## src/rtl/dekvt_pkg.sv

```systemverilog
package dekvt_pkg;

  // Store geometry.
  localparam int unsigned DEPTH    = 16;
  localparam int unsigned IDX_W    = $clog2(DEPTH);
  localparam int unsigned CNT_W    = $clog2(DEPTH + 1);
  localparam int unsigned KEY_W    = 32;
  localparam int unsigned VAL_W    = 32;
  localparam int unsigned OP_W     = 2;
  localparam int unsigned STATUS_W = 3;

  localparam logic [IDX_W-1:0] CENTRE   = IDX_W'(DEPTH / 2);
  localparam logic [IDX_W-1:0] LAST_IDX = IDX_W'(DEPTH - 1);

  typedef enum logic [OP_W-1:0] {
    OP_ADD_LEFT  = 2'd0,
    OP_ADD_RIGHT = 2'd1,
    OP_REMOVE    = 2'd2,
    OP_UNUSED    = 2'd3
  } op_e;

  typedef enum logic [STATUS_W-1:0] {
    STS_INSERTED  = 3'd0,
    STS_UPDATED   = 3'd1,
    STS_REMOVED   = 3'd2,
    STS_FULL      = 3'd3,
    STS_NOT_FOUND = 3'd4
  } status_e;

  typedef enum logic {
    FSM_IDLE,
    FSM_RUN
  } fsm_e;

  // Per-cell control issued by the sequencer.
  typedef struct packed {
    logic cmp_en;    // capture the key compare for the incoming word
    logic in_win;    // cell lies inside the occupied window
    logic load_en;   // write a new key and value
    logic upd_en;    // overwrite the value only
    logic shift_en;  // take key and value from the right-hand neighbor
  } cell_ctrl_t;

endpackage

```

## src/rtl/dekvt_if.sv

```systemverilog
interface dekvt_in_if;
  logic                               valid;
  logic                               ready;
  logic [dekvt_pkg::OP_W-1:0]         operation;
  logic signed [dekvt_pkg::KEY_W-1:0] key;
  logic signed [dekvt_pkg::VAL_W-1:0] value;

  modport source (output valid, operation, key, value, input ready);
  modport sink   (input valid, operation, key, value, output ready);
endinterface

interface dekvt_out_if;
  logic                           valid;
  logic                           ready;
  logic [dekvt_pkg::STATUS_W-1:0] status;
  logic [dekvt_pkg::CNT_W-1:0]    entry_count;

  modport source (output valid, status, entry_count, input ready);
  modport sink   (input valid, status, entry_count, output ready);
endinterface

```

## src/rtl/dekvt_cell.sv

```systemverilog
module dekvt_cell (
  input  logic                        clk_i,
  input  dekvt_pkg::cell_ctrl_t       ctrl_i,
  input  logic [dekvt_pkg::KEY_W-1:0] cmp_key_i,
  input  logic [dekvt_pkg::KEY_W-1:0] wr_key_i,
  input  logic [dekvt_pkg::VAL_W-1:0] wr_val_i,
  input  logic [dekvt_pkg::KEY_W-1:0] nbr_key_i,
  input  logic [dekvt_pkg::VAL_W-1:0] nbr_val_i,
  output logic [dekvt_pkg::KEY_W-1:0] key_o,
  output logic [dekvt_pkg::VAL_W-1:0] val_o,
  output logic                        match_o
);
  import dekvt_pkg::*;

  logic [KEY_W-1:0] key_q;
  logic [VAL_W-1:0] val_q;
  logic             match_q;

  // Stored pair: loaded, updated in place, or shifted in from the right.
  always_ff @(posedge clk_i) begin
    if (ctrl_i.load_en) begin
      key_q <= wr_key_i;
      val_q <= wr_val_i;
    end else if (ctrl_i.shift_en) begin
      key_q <= nbr_key_i;
      val_q <= nbr_val_i;
    end else if (ctrl_i.upd_en) begin
      val_q <= wr_val_i;
    end
  end

  // Registered key compare, valid only for cells inside the window.
  always_ff @(posedge clk_i) begin
    if (ctrl_i.cmp_en) begin
      match_q <= ctrl_i.in_win && (key_q == cmp_key_i);
    end
  end

  assign key_o   = key_q;
  assign val_o   = val_q;
  assign match_o = match_q;

endmodule

```

## src/rtl/double_ended_key_value_table.sv

```systemverilog
// Double-ended key/value table.
// Words enter on in_i (operation, key, value) and leave on out_o (status,
// entry_count); both channels move a word when valid and ready are high.
// Each item yields exactly one result word.
// An item is handled in a compare pass and a write pass: in the cycle it is accepted every cell compares
// its stored key against the new key and registers the hit; in the next
// cycle the hit is encoded, the cells are written or shifted toward the
// left in one step, and the result is loaded into the output register.
// A new word cannot be accepted while an earlier one is still in its
// compare-then-write pass through the cell chain.
// The input is held off only while an item is in work or while an earlier
// result sits unread in the output register; a stalled receiver therefore
// blocks further input but never loses a result.
// Reset empties the table: both window ends return to the centre cell and
// the count to zero. Stored keys and values are not cleared, since cells
// outside the window are never read.
module double_ended_key_value_table (
  input  logic         clk_i,
  input  logic         rst_ni,
  dekvt_in_if.sink     in_i,
  dekvt_out_if.source  out_o
);
  import dekvt_pkg::*;

  fsm_e state_q, state_d;
  logic accept;
  logic run;

  logic [OP_W-1:0]  op_q;
  logic [KEY_W-1:0] key_q;
  logic [VAL_W-1:0] val_q;

  logic [IDX_W-1:0] left_q, left_d;
  logic [IDX_W-1:0] right_q, right_d;
  logic [CNT_W-1:0] count_q, count_d;

  logic                out_valid_q;
  logic [STATUS_W-1:0] out_status_q, out_status_d;
  logic [CNT_W-1:0]    out_count_q;

  cell_ctrl_t       ctrl   [DEPTH];
  logic [KEY_W-1:0] cell_key [DEPTH];
  logic [VAL_W-1:0] cell_val [DEPTH];
  logic [DEPTH-1:0] match;

  logic             hit;
  logic [IDX_W-1:0] pos;
  logic             do_load;
  logic [IDX_W-1:0] load_idx;
  logic             do_upd;
  logic             do_shift;
  status_e          status;

  // Sequencer: the compare is made in the idle state as a word is accepted, and the run state writes back.
  always_ff @(posedge clk_i or negedge rst_ni) begin
    if (!rst_ni) begin
      state_q <= FSM_IDLE;
    end else begin
      state_q <= state_d;
    end
  end

  always_comb begin
    state_d    = state_q;
    in_i.ready = 1'b0;
    run        = 1'b0;
    case (state_q)
      FSM_IDLE: begin
        in_i.ready = !out_valid_q || out_o.ready;
        if (in_i.valid && in_i.ready) begin
          state_d = FSM_RUN;
        end
      end
      FSM_RUN: begin
        run     = 1'b1;
        state_d = FSM_IDLE;
      end
      default: begin
        state_d = FSM_IDLE;
      end
    endcase
  end

  assign accept = in_i.valid && in_i.ready;

  // Item held for the write-back cycle.
  always_ff @(posedge clk_i) begin
    if (accept) begin
      op_q  <= in_i.operation;
      key_q <= in_i.key;
      val_q <= in_i.value;
    end
  end

  // Hit position; keys in the window are unique, so matches are one-hot.
  always_comb begin
    pos = '0;
    for (int i = 0; i < DEPTH; i++) begin
      if (match[i]) begin
        pos = pos | IDX_W'(i);
      end
    end
  end

  assign hit = |match;

  // Decision for the write-back cycle.
  always_comb begin
    left_d   = left_q;
    right_d  = right_q;
    count_d  = count_q;
    do_load  = 1'b0;
    load_idx = CENTRE;
    do_upd   = 1'b0;
    do_shift = 1'b0;
    status   = STS_NOT_FOUND;
    case (op_e'(op_q))
      OP_ADD_LEFT, OP_ADD_RIGHT: begin
        if (count_q == '0) begin
          left_d  = CENTRE;
          right_d = CENTRE;
          count_d = CNT_W'(1);
          do_load = 1'b1;
          status  = STS_INSERTED;
        end else if (hit) begin
          do_upd = 1'b1;
          status = STS_UPDATED;
        end else if (op_e'(op_q) == OP_ADD_LEFT) begin
          if (left_q == '0) begin
            status = STS_FULL;
          end else begin
            left_d   = left_q - IDX_W'(1);
            load_idx = left_q - IDX_W'(1);
            count_d  = count_q + CNT_W'(1);
            do_load  = 1'b1;
            status   = STS_INSERTED;
          end
        end else begin
          if (right_q == LAST_IDX) begin
            status = STS_FULL;
          end else begin
            right_d  = right_q + IDX_W'(1);
            load_idx = right_q + IDX_W'(1);
            count_d  = count_q + CNT_W'(1);
            do_load  = 1'b1;
            status   = STS_INSERTED;
          end
        end
      end
      OP_REMOVE: begin
        if (hit) begin
          do_shift = 1'b1;
          count_d  = count_q - CNT_W'(1);
          status   = STS_REMOVED;
          if (count_q == CNT_W'(1)) begin
            left_d  = CENTRE;
            right_d = CENTRE;
          end else begin
            right_d = right_q - IDX_W'(1);
          end
        end
      end
      default: begin
        status = STS_NOT_FOUND;
      end
    endcase
  end

  // Window ends and pair count.
  always_ff @(posedge clk_i or negedge rst_ni) begin
    if (!rst_ni) begin
      left_q  <= CENTRE;
      right_q <= CENTRE;
      count_q <= '0;
    end else if (run) begin
      left_q  <= left_d;
      right_q <= right_d;
      count_q <= count_d;
    end
  end

  // Row of cells; on removal, cells from the hit to just below the right end take their right neighbor's pair.
  for (genvar i = 0; i < DEPTH; i++) begin : g_cell
    localparam logic [IDX_W-1:0] Idx = IDX_W'(i);
    logic [KEY_W-1:0] nbr_key;
    logic [VAL_W-1:0] nbr_val;

    if (i == DEPTH - 1) begin : g_edge
      assign nbr_key = cell_key[i];
      assign nbr_val = cell_val[i];
    end else begin : g_inner
      assign nbr_key = cell_key[i+1];
      assign nbr_val = cell_val[i+1];
    end

    always_comb begin
      ctrl[i].cmp_en   = accept;
      ctrl[i].in_win   = (count_q != '0) && (Idx >= left_q) && (Idx <= right_q);
      ctrl[i].load_en  = run && do_load && (load_idx == Idx);
      ctrl[i].upd_en   = run && do_upd && match[i];
      ctrl[i].shift_en = run && do_shift && (Idx >= pos) && (Idx < right_q);
    end

    dekvt_cell u_cell (
      .clk_i     (clk_i),
      .ctrl_i    (ctrl[i]),
      .cmp_key_i (in_i.key),
      .wr_key_i  (key_q),
      .wr_val_i  (val_q),
      .nbr_key_i (nbr_key),
      .nbr_val_i (nbr_val),
      .key_o     (cell_key[i]),
      .val_o     (cell_val[i]),
      .match_o   (match[i])
    );
  end

  // Output register.
  assign out_status_d = status;

  always_ff @(posedge clk_i or negedge rst_ni) begin
    if (!rst_ni) begin
      out_valid_q <= 1'b0;
    end else if (run) begin
      out_valid_q <= 1'b1;
    end else if (out_o.ready) begin
      out_valid_q <= 1'b0;
    end
  end

  always_ff @(posedge clk_i) begin
    if (run) begin
      out_status_q <= out_status_d;
      out_count_q  <= count_d;
    end
  end

  assign out_o.valid       = out_valid_q;
  assign out_o.status      = out_status_q;
  assign out_o.entry_count = out_count_q;

endmodule
```

## src/flat_wrapper.sv

```systemverilog
// flat-port wrapper written by rule: the top's interface ports become plain ports
module double_ended_key_value_table_flat import dekvt_pkg::*;
  (clk_i, rst_ni, in_i_valid, in_i_operation, in_i_key, in_i_value, in_i_ready, out_o_valid, out_o_status, out_o_entry_count, out_o_ready);
  dekvt_in_if in_i_i ();
  dekvt_out_if out_o_i ();
  input  logic clk_i;
  input  logic rst_ni;
  input wire logic [$bits(in_i_i.valid)-1:0] in_i_valid;
  input wire logic [$bits(in_i_i.operation)-1:0] in_i_operation;
  input wire logic [$bits(in_i_i.key)-1:0] in_i_key;
  input wire logic [$bits(in_i_i.value)-1:0] in_i_value;
  output wire logic [$bits(in_i_i.ready)-1:0] in_i_ready;
  output wire logic [$bits(out_o_i.valid)-1:0] out_o_valid;
  output wire logic [$bits(out_o_i.status)-1:0] out_o_status;
  output wire logic [$bits(out_o_i.entry_count)-1:0] out_o_entry_count;
  input wire logic [$bits(out_o_i.ready)-1:0] out_o_ready;
  assign in_i_i.valid = in_i_valid;
  assign in_i_i.operation = in_i_operation;
  assign in_i_i.key = in_i_key;
  assign in_i_i.value = in_i_value;
  assign in_i_ready = in_i_i.ready;
  assign out_o_valid = out_o_i.valid;
  assign out_o_status = out_o_i.status;
  assign out_o_entry_count = out_o_i.entry_count;
  assign out_o_i.ready = out_o_ready;
  double_ended_key_value_table u_core (.clk_i(clk_i), .rst_ni(rst_ni), .in_i(in_i_i), .out_o(out_o_i));
endmodule
```

## config.mk

```make
export PLATFORM = sky130hd
export DESIGN_NAME = double_ended_key_value_table_flat
export DESIGN_NICKNAME = d
export VERILOG_FILES = /design/src/rtl/dekvt_pkg.sv /design/src/rtl/dekvt_if.sv /design/src/rtl/dekvt_cell.sv /design/src/rtl/double_ended_key_value_table.sv /design/src/flat_wrapper.sv
export SDC_FILE = /design/constraint.sdc
export NUM_CORES = 1
export LEC_CHECK = 0
export BUFFER_PORTS_ARGS = -buffer_cell sky130_fd_sc_hd__buf_2
export CAP_MARGIN = 0
export CORE_MARGIN = 10
export CORE_UTILIZATION = 50
export CTS_CLUSTER_DIAMETER = 150
export DETAILED_ROUTE_END_ITERATION = 10
export GPL_ROUTABILITY_DRIVEN = 0
export PLACE_DENSITY = 0.73
export SLEW_MARGIN = 20
export SYNTH_ARGS = -nofsm -noshare
export SYNTH_HDL_FRONTEND = slang
export SYNTH_SLANG_ARGS = --single-unit
```

## constraint.sdc

```tcl
create_clock -name clk_i -period 6.3 [get_ports clk_i]
set_clock_uncertainty 0.05 [all_clocks]
set_input_delay 0.63 -clock clk_i [delete_from_list [all_inputs] [get_ports clk_i]]
set_output_delay 0.63 -clock clk_i [all_outputs]
set_load 0.02 [all_outputs]
```

=== After elaboration in Yosys (flattened, before gate mapping) ===
Index checks and enable logic that the tools add are counted.
W data, S select, Z words.

* Bits in registers: 585
* Input bits: 70
* Output and inout port bits: 10
* Word-level logic and storage cells: 370

* Add/subtract/negate cells: 5
* Magnitude comparators: 62
* Equal/unequal tests: 42
* Mux-type cells: 93
* Bitwise logic cells: 1
* Reduce and logical (&&, ||, !) cells: 126

{| class="wikitable"
|+ Operator list
! operator !! count
|-
| $mux W32 || 30
|-
| $eq A32 B32 Y1 || 16
|-
| $mux W4 || 26
|-
| $logic_and A1 B1 Y1 || 98
|-
| $ge A4 B4 Y1 const A || 15
|-
| $eq A4 B4 Y1 const B || 9
|-
| $reduce_bool A2 Y1 || 17
|-
| $ge A3 B4 Y1 const A || 8
|-
| $le A4 B4 Y1 const A || 8
|-
| $mux W5 || 6
|-
| $lt A4 B4 Y1 const A || 7
|-
| $mux W3 || 8
|-
| $eq A4 B3 Y1 const B || 4
|-
| $ge A1 B4 Y1 const A || 4
|-
| $ge A2 B4 Y1 const A || 4
|-
| $le A3 B4 Y1 const A || 4
|-
| $lt A3 B4 Y1 const A || 4
|-
| $pmux W4 S2 || 2
|-
| $reduce_or A16 Y1 || 1
|-
| $mux W1 || 14
|-
| $pmux W5 S2 || 1
|-
| $ne A3 B2 Y1 const B || 3
|-
| $eq A4 B2 Y1 const B || 2
|-
| $le A1 B4 Y1 const A || 2
|-
| other kinds (27) || 36
|}

=== Longest topological paths before layout ===
* Depth after elaboration: 20
* Mapped depth: 10
* Depth with buffers taken out: 7

=== Cells and area by module ===
Synthesis repeated with hierarchy kept, for this count alone.

* Cell total of the unflattened synthesis: 3351
* Area total of the unflattened synthesis: 56703.1 um^2

{| class="wikitable"
|+ Modules (own cells, without submodules)
! module !! instances !! cells an instance !! area each (um^2) !! seq. area each (um^2)
|-
| dekvt_cell || 16 || 184 || 3255.6 || 1951.9
|-
| double_ended_key_value_table || 1 || 407 || 4613.2 || 2600.0
|}

=== Least setup slack after synthesis ===
No wires, ideal clock.

* Kind: register -> register
* Start point: register u_core.g_cell[15].u_cell.match_q
* End point: register u_core.g_cell[8].u_cell.key_q[0], enable pin
* Library setup time: 470 ps
* Data arrival time: 3966 ps
* Required time: 5780 ps
* Setup slack: 1814 ps
* Cell stages (with the launch flop): 6
* Path buffers: 0
* Path through: edfxtp_1 > or4_1 > or2_2 > nor2_1 > a21oi_1 > o31ai_1

* Cells in the longest elaborated chain, start to end: 7

{| class="wikitable"
|+ RTL lines
! element !! line !! source
|-
| start, declared || dekvt_cell.sv:17 || <nowiki>logic match_q;</nowiki>
|-
| start signal, assigned || dekvt_cell.sv:35 || <nowiki>match_q <= ctrl_i.in_win && (key_q == cmp_key_i);</nowiki>
|-
| $reduce_or A16 Y1 || double_ended_key_value_table.sv:105 || <nowiki>assign hit = |match;</nowiki>
|-
| $mux W4 (tied with other cells) || double_ended_key_value_table.sv:125 || <nowiki>end else if (hit) begin</nowiki>
|-
| $mux W4 (tied with other cells) || double_ended_key_value_table.sv:119 || <nowiki>if (count_q == '0) begin</nowiki>
|-
| $mux W4 (tied with other cells) || double_ended_key_value_table.sv:117 || <nowiki>case (op_e'(op_q))</nowiki>
|-
| $eq A4 B4 Y1 (tied with other cells) || double_ended_key_value_table.sv:199 || <nowiki>ctrl[i].load_en = run && do_load && (load_idx == Idx);</nowiki>
|-
| $logic_and A1 B1 Y1, on equally long branches || double_ended_key_value_table.sv:199, double_ended_key_value_table.sv:201 ||
|-
| $reduce_bool A2 Y1 (no source line) * || - ||
|-
| end signal, assigned || dekvt_cell.sv:22 || <nowiki>key_q <= wr_key_i;</nowiki>
|-
| end signal, assigned || dekvt_cell.sv:25 || <nowiki>key_q <= nbr_key_i;</nowiki>
|-
| end, declared || dekvt_cell.sv:15 || <nowiki>logic [KEY_W-1:0] key_q;</nowiki>
|}

Mark *: on every way between the ends. The rest lies on a longest branch, timed or not.
A chain may end at the register's enable or synchronous reset.

=== Worst setup path in the final report ===
* Start point: register u_core.right_q[0]
* End point: register u_core.g_cell[5].u_cell.key_q[14] (data pin)

* Cells in the longest elaborated chain, start to end: 9

{| class="wikitable"
|+ RTL lines
! element !! line !! source
|-
| start, declared || double_ended_key_value_table.sv:34 || <nowiki>logic [IDX_W-1:0] right_q, right_d;</nowiki>
|-
| start signal, assigned || double_ended_key_value_table.sv:177 || <nowiki>right_q <= right_d;</nowiki>
|-
| $add A4 B1 Y4 or $eq A4 B4 Y1 (tied branches) || double_ended_key_value_table.sv:143, double_ended_key_value_table.sv:139 ||
|-
| $mux W4 or $mux W1 (tied branches) || double_ended_key_value_table.sv:139 || <nowiki>if (right_q == LAST_IDX) begin</nowiki>
|-
| $mux W4 or $mux W1 (tied branches) || double_ended_key_value_table.sv:128 || <nowiki>end else if (op_e'(op_q) == OP_ADD_LEFT) begin</nowiki>
|-
| $mux W4 or $mux W1 (tied branches) || double_ended_key_value_table.sv:125 ||
|-
| $mux W4 or $mux W1 (tied branches) || double_ended_key_value_table.sv:119 ||
|-
| $mux W4 or $mux W1 (tied branches) || double_ended_key_value_table.sv:117 ||
|-
| $eq A4 B3 Y1 or $logic_and A1 B1 Y1 (tied branches) || double_ended_key_value_table.sv:199 ||
|-
| $logic_and A1 B1 Y1 * || double_ended_key_value_table.sv:199 ||
|-
| $mux W32 * || dekvt_cell.sv:21 || <nowiki>if (ctrl_i.load_en) begin</nowiki>
|-
| end signal, assigned || dekvt_cell.sv:22 ||
|-
| end signal, assigned || dekvt_cell.sv:25 ||
|-
| end, declared || dekvt_cell.sv:15 ||
|}

Marked as above.

==> results.py <==
metrics = {
    "yosys": {
        "yosysSeqAreaShare": 0.554,
        "ys_top_cells_by_area": "edfxtp_1 54%, mux2_1 7.9%, xor2_1 7.6%, mux2_2 7.6%, xnor2_1 6.7%",
        "ys_async_sr_fraction": 0.0256,
        "yosys.area.top_type": "edfxtp_1",
        "ys.flop_type": "edfxtp_1",
        "synth_nets": 2315,
        "yosysTopAreaCellShare": 0.542,
        "netlist_instances": 2232,
        "yosysUniqueCellTypes": 78,
        "synth_warnings": 0,
        "ys_ff_latch": 585,
        "syn_area_per_cell_um2": 14.2,
        "synth_enable_flop_cells": 570,
        "synth.most_common_cell": "edfxtp_1",
        "synth_common_cells": "570 x edfxtp_1, 275 x xor2_1, 240 x xnor2_1",
        "syn_area_mm2": 0.0316,
    },
    "setup_path": {
        "critPathLaunch": "u_core.right_q[0]",
        "startpoint_type": "flip-flop",
        "rr_endpoint": "u_core.g_cell[5].u_cell.key_o[14]",
        "cp_num_buf_inv": 1,
        "rr_worst_depth": 7,
        "cp_cell_sequence": "inv_1, ha_1, a311o_1, o22ai_2, nor4b_4, nand3_4, mux2_4",
        "cp_slowest_stage_delay_ns": 0.81,
        "slowest_stage": "dfrtp_1",
        "crit_end": "u_core.g_cell[5].u_cell.key_o[14]",
        "crit_family": "simple AND/OR/NAND/NOR gates",
        "setup.worst_path.end_class": "flip-flop",
        "cp.depth": 7,
        "cp.required_ns": 6.61,
        "crit_arrival_ns": 4.56,
        "path_max_fanout": 32,
        "crit_type": "flip-flop to flip-flop",
        "worst-r2r-setup-slack_ns": 2.04,
        "timing.rr.start": "u_core.right_q[0]",
    },
    "clocking": {
        "post-cts-setup-buffer-count": 0,
        "clk_path_buf_depth": 3,
        "cts_tree": "built",
        "clkTransAtPathRegs_ns": 0.06,
        "cts_buffers": 59,
        "clkSinkCount": 585,
        "htreeDepth": 2,
        "clock_latency_ns": 0.65,
        "cts_root_buffer": "clkbuf_16",
    },
    "job": {
        "maxCapViolCount": 0,
    },
    "power_and_ir_drop": {
        "leakage_nw": 11.5,
        "peakVddDrop_uv": 219,
        "p_per_area_mw_per_mm2": 265,
    },
    "grt": {
        "antenna_found_initial": 10,
        "grt_pass1_vias": 20200,
        "track_usage": 0.276,
        "grt_pass1_wl_mm": 148,
        "grt_max_degree": 51,
        "gr-total-overflow": 0,
    },
    "drt": {
        "wl_met2_mm": 45.8,
        "drt_drc_violations_left": 0,
        "via_per_inst": 6.58,
        "num_vias": 20600,
        "ant_nets": 0,
        "drt_first_pass_iters": 5,
        "routedWlPerCell_um": 33.5,
        "wl_met3_mm": 13.2,
        "drt-met1-wl_mm": 38.9,
        "drtIter0Drc": 3218,
        "top_layer_used": "met5",
        "routed_wl_mm": 105,
    },
    "layout": {
        "final_core_util": 0.551,
        "stdcell_count": 3125,
        "fin_nets": 2317,
        "area_growth_syn_to_layout_pct": 9.69,
        "final_layout_size_suffix_gt1_frac": 0.216,
    },
    "run_status": {
        "status": "finished, final reports clean",
    },
    "timing": {
        "post-route-min-period_ns": 4.26,
        "timing.final.crit_share": 0.675,
        "fin_tns_setup_ns": 0,
        "worstMarginPinSlew_ns": 1.34,
        "drv_slew": 0,
        "fin_ws_ns": 2.04,
        "setup_violations": 0,
        "rsz0062_at_grt": "false",
        "slew-limit-headroom": 0.106,
        "max_freq_ghz": 0.235,
        "fin_hold_ws_ns": 0.143,
        "final-hold-violation-count": 0,
    },
    "floorplanning": {
        "die_area_mm2": 0.0736,
        "initial_core_util": 0.503,
        "die_w_um": 271,
        "core_mm2": 0.0629,
        "die_h_um": 271,
        "io_pins": 80,
        "rows": 92,
    },
    "min_path": {
        "hp-class": "input port to flip-flop",
    },
    "place": {
        "io_buffers": 47,
        "place_ws_ns": 2.18,
        "dp_hpwl_mm": 68.5,
        "placed_cells": 3014,
    },
}
[metal layers]
| metal | up-vias | GRT usage |
|---|---|---|
| met2 | 1555 | 0.416 |
| met1 | 10300 | 0.359 |
| li1 | 8363 | - |
| met5 | - | 0 |
| met4 | 8 | 0.156 |
| met3 | 345 | 0.0728 |
[kinds of logic after synthesis]
| group | share of synthesized area |
|---|---|
| flops | 0.554 |
| mux | 0.180 |
| fa+ha+maj | 0.00515 |
| simple gates | 0.0627 |
| buf+inv | 0.0286 |
| compound gates | 0.0271 |
| xor+xnor | 0.143 |
[cell usage in the layout (no fill, tap or decap), types with 5 or more instances in the layout]
| cell | count |
|---|---|
| clkbuf_16 | 60 |
| inv_1 | 17 |
| xnor2_1 | 240 |
| nand3_1 | 27 |
| mux2_4 | 50 |
| nor4_1 | 80 |
| buf_4 | 56 |
| dfrtp_1 | 13 |
| mux2_2 | 212 |
| o22ai_1 | 5 |
| clkinv_2 | 7 |
| or4_1 | 7 |
| mux2i_1 | 5 |
| a31oi_1 | 5 |
| a21oi_1 | 15 |
| nor2b_1 | 5 |
| nand4_1 | 87 |
| o21ai_4 | 7 |
| nor2_1 | 30 |
| buf_2 | 47 |
| bufinv_16 | 6 |
| o2111ai_1 | 5 |
| clkinv_1 | 9 |
| ha_1 | 13 |
| nor4_2 | 5 |
| clkbuf_1 | 20 |
| edfxtp_1 | 570 |
| nand2_1 | 29 |
| xor2_1 | 275 |
| o21ai_0 | 18 |
| mux2_1 | 221 |
| nor3_1 | 22 |
| buf_16 | 6 |
[state kept, by name, summed over array words and instances, names as in the netlist]
signal / count
u_core.state_q: 1
u_core.out_o.valid: 1
u_core.left_q: 4
u_core.out_o.entry_count: 5
u_core.out_o.status: 3
u_core.g_cell.u_cell.key_o: 512
u_core.count_q: 5
u_core.op_q: 2
u_core.right_q: 4
u_core.key_q: 32
u_core.g_cell.u_cell.match_o: 16
[per-stage QoR]
stage                     power [mW]  instance area [µm²]
after detailed placement        5.68                32700
final                           9.19                34600
after floorplan                 5.17                31600
after global placement          5.65                32600
after CTS                       9.12                34500
after global routing            9.39                34600
[report_power, final]
part	internal [mW]	leakage [nW]	total (mW)	switching [mW]
Combinational	0.324	5.31	1.11	0.786
Sequential	4.30	5.34	4.56	0.263
Clock	1.99	0.901	3.52	1.53
[worst reg2reg max path: stages (launching register included)]
cell     delay [ns]
dfrtp_1        0.81
inv_1          0.16
ha_1           0.41
a311o_1        0.36
o22ai_2        0.29
nor4b_4        0.70
nand3_4        0.65
mux2_4         0.56
[worst min path at each step]
stage	slack, ns	from	depth (start not counted)	endpoint
2_1_floorplan	0.28	rst_ni	0	u_core.count_q[0]
3_3_place_gp	0.46	u_core.out_o.valid	2	u_core.out_o.valid
3_5_place_dp	0.51	u_core.out_o.valid	2	u_core.out_o.valid
4_1_cts	0.12	in_i_operation[1]	1	u_core.op_q[1]
5_1_grt	0.13	in_i_operation[1]	1	u_core.op_q[1]
6_report	0.14	in_i_operation[1]	1	u_core.op_q[1]
[final cells by class]
cell class	instances	area (µm²)
fillers	5094	28200
flip-flops and latches	585	17500
multi-input cells	1461	13300
clock buffers	80	1580
well taps	846	1060
repair buffers	110	831
clock inverters	25	282
inverters	17	63.8
diodes	1	2.50
[timing repair]
item / CTS / global route
hold buffers: 1 / 0
gates resized for setup: 0 / 0
hold endpoints to repair: 13 / 0
Note: power is estimated with default switching activity, not from simulation.
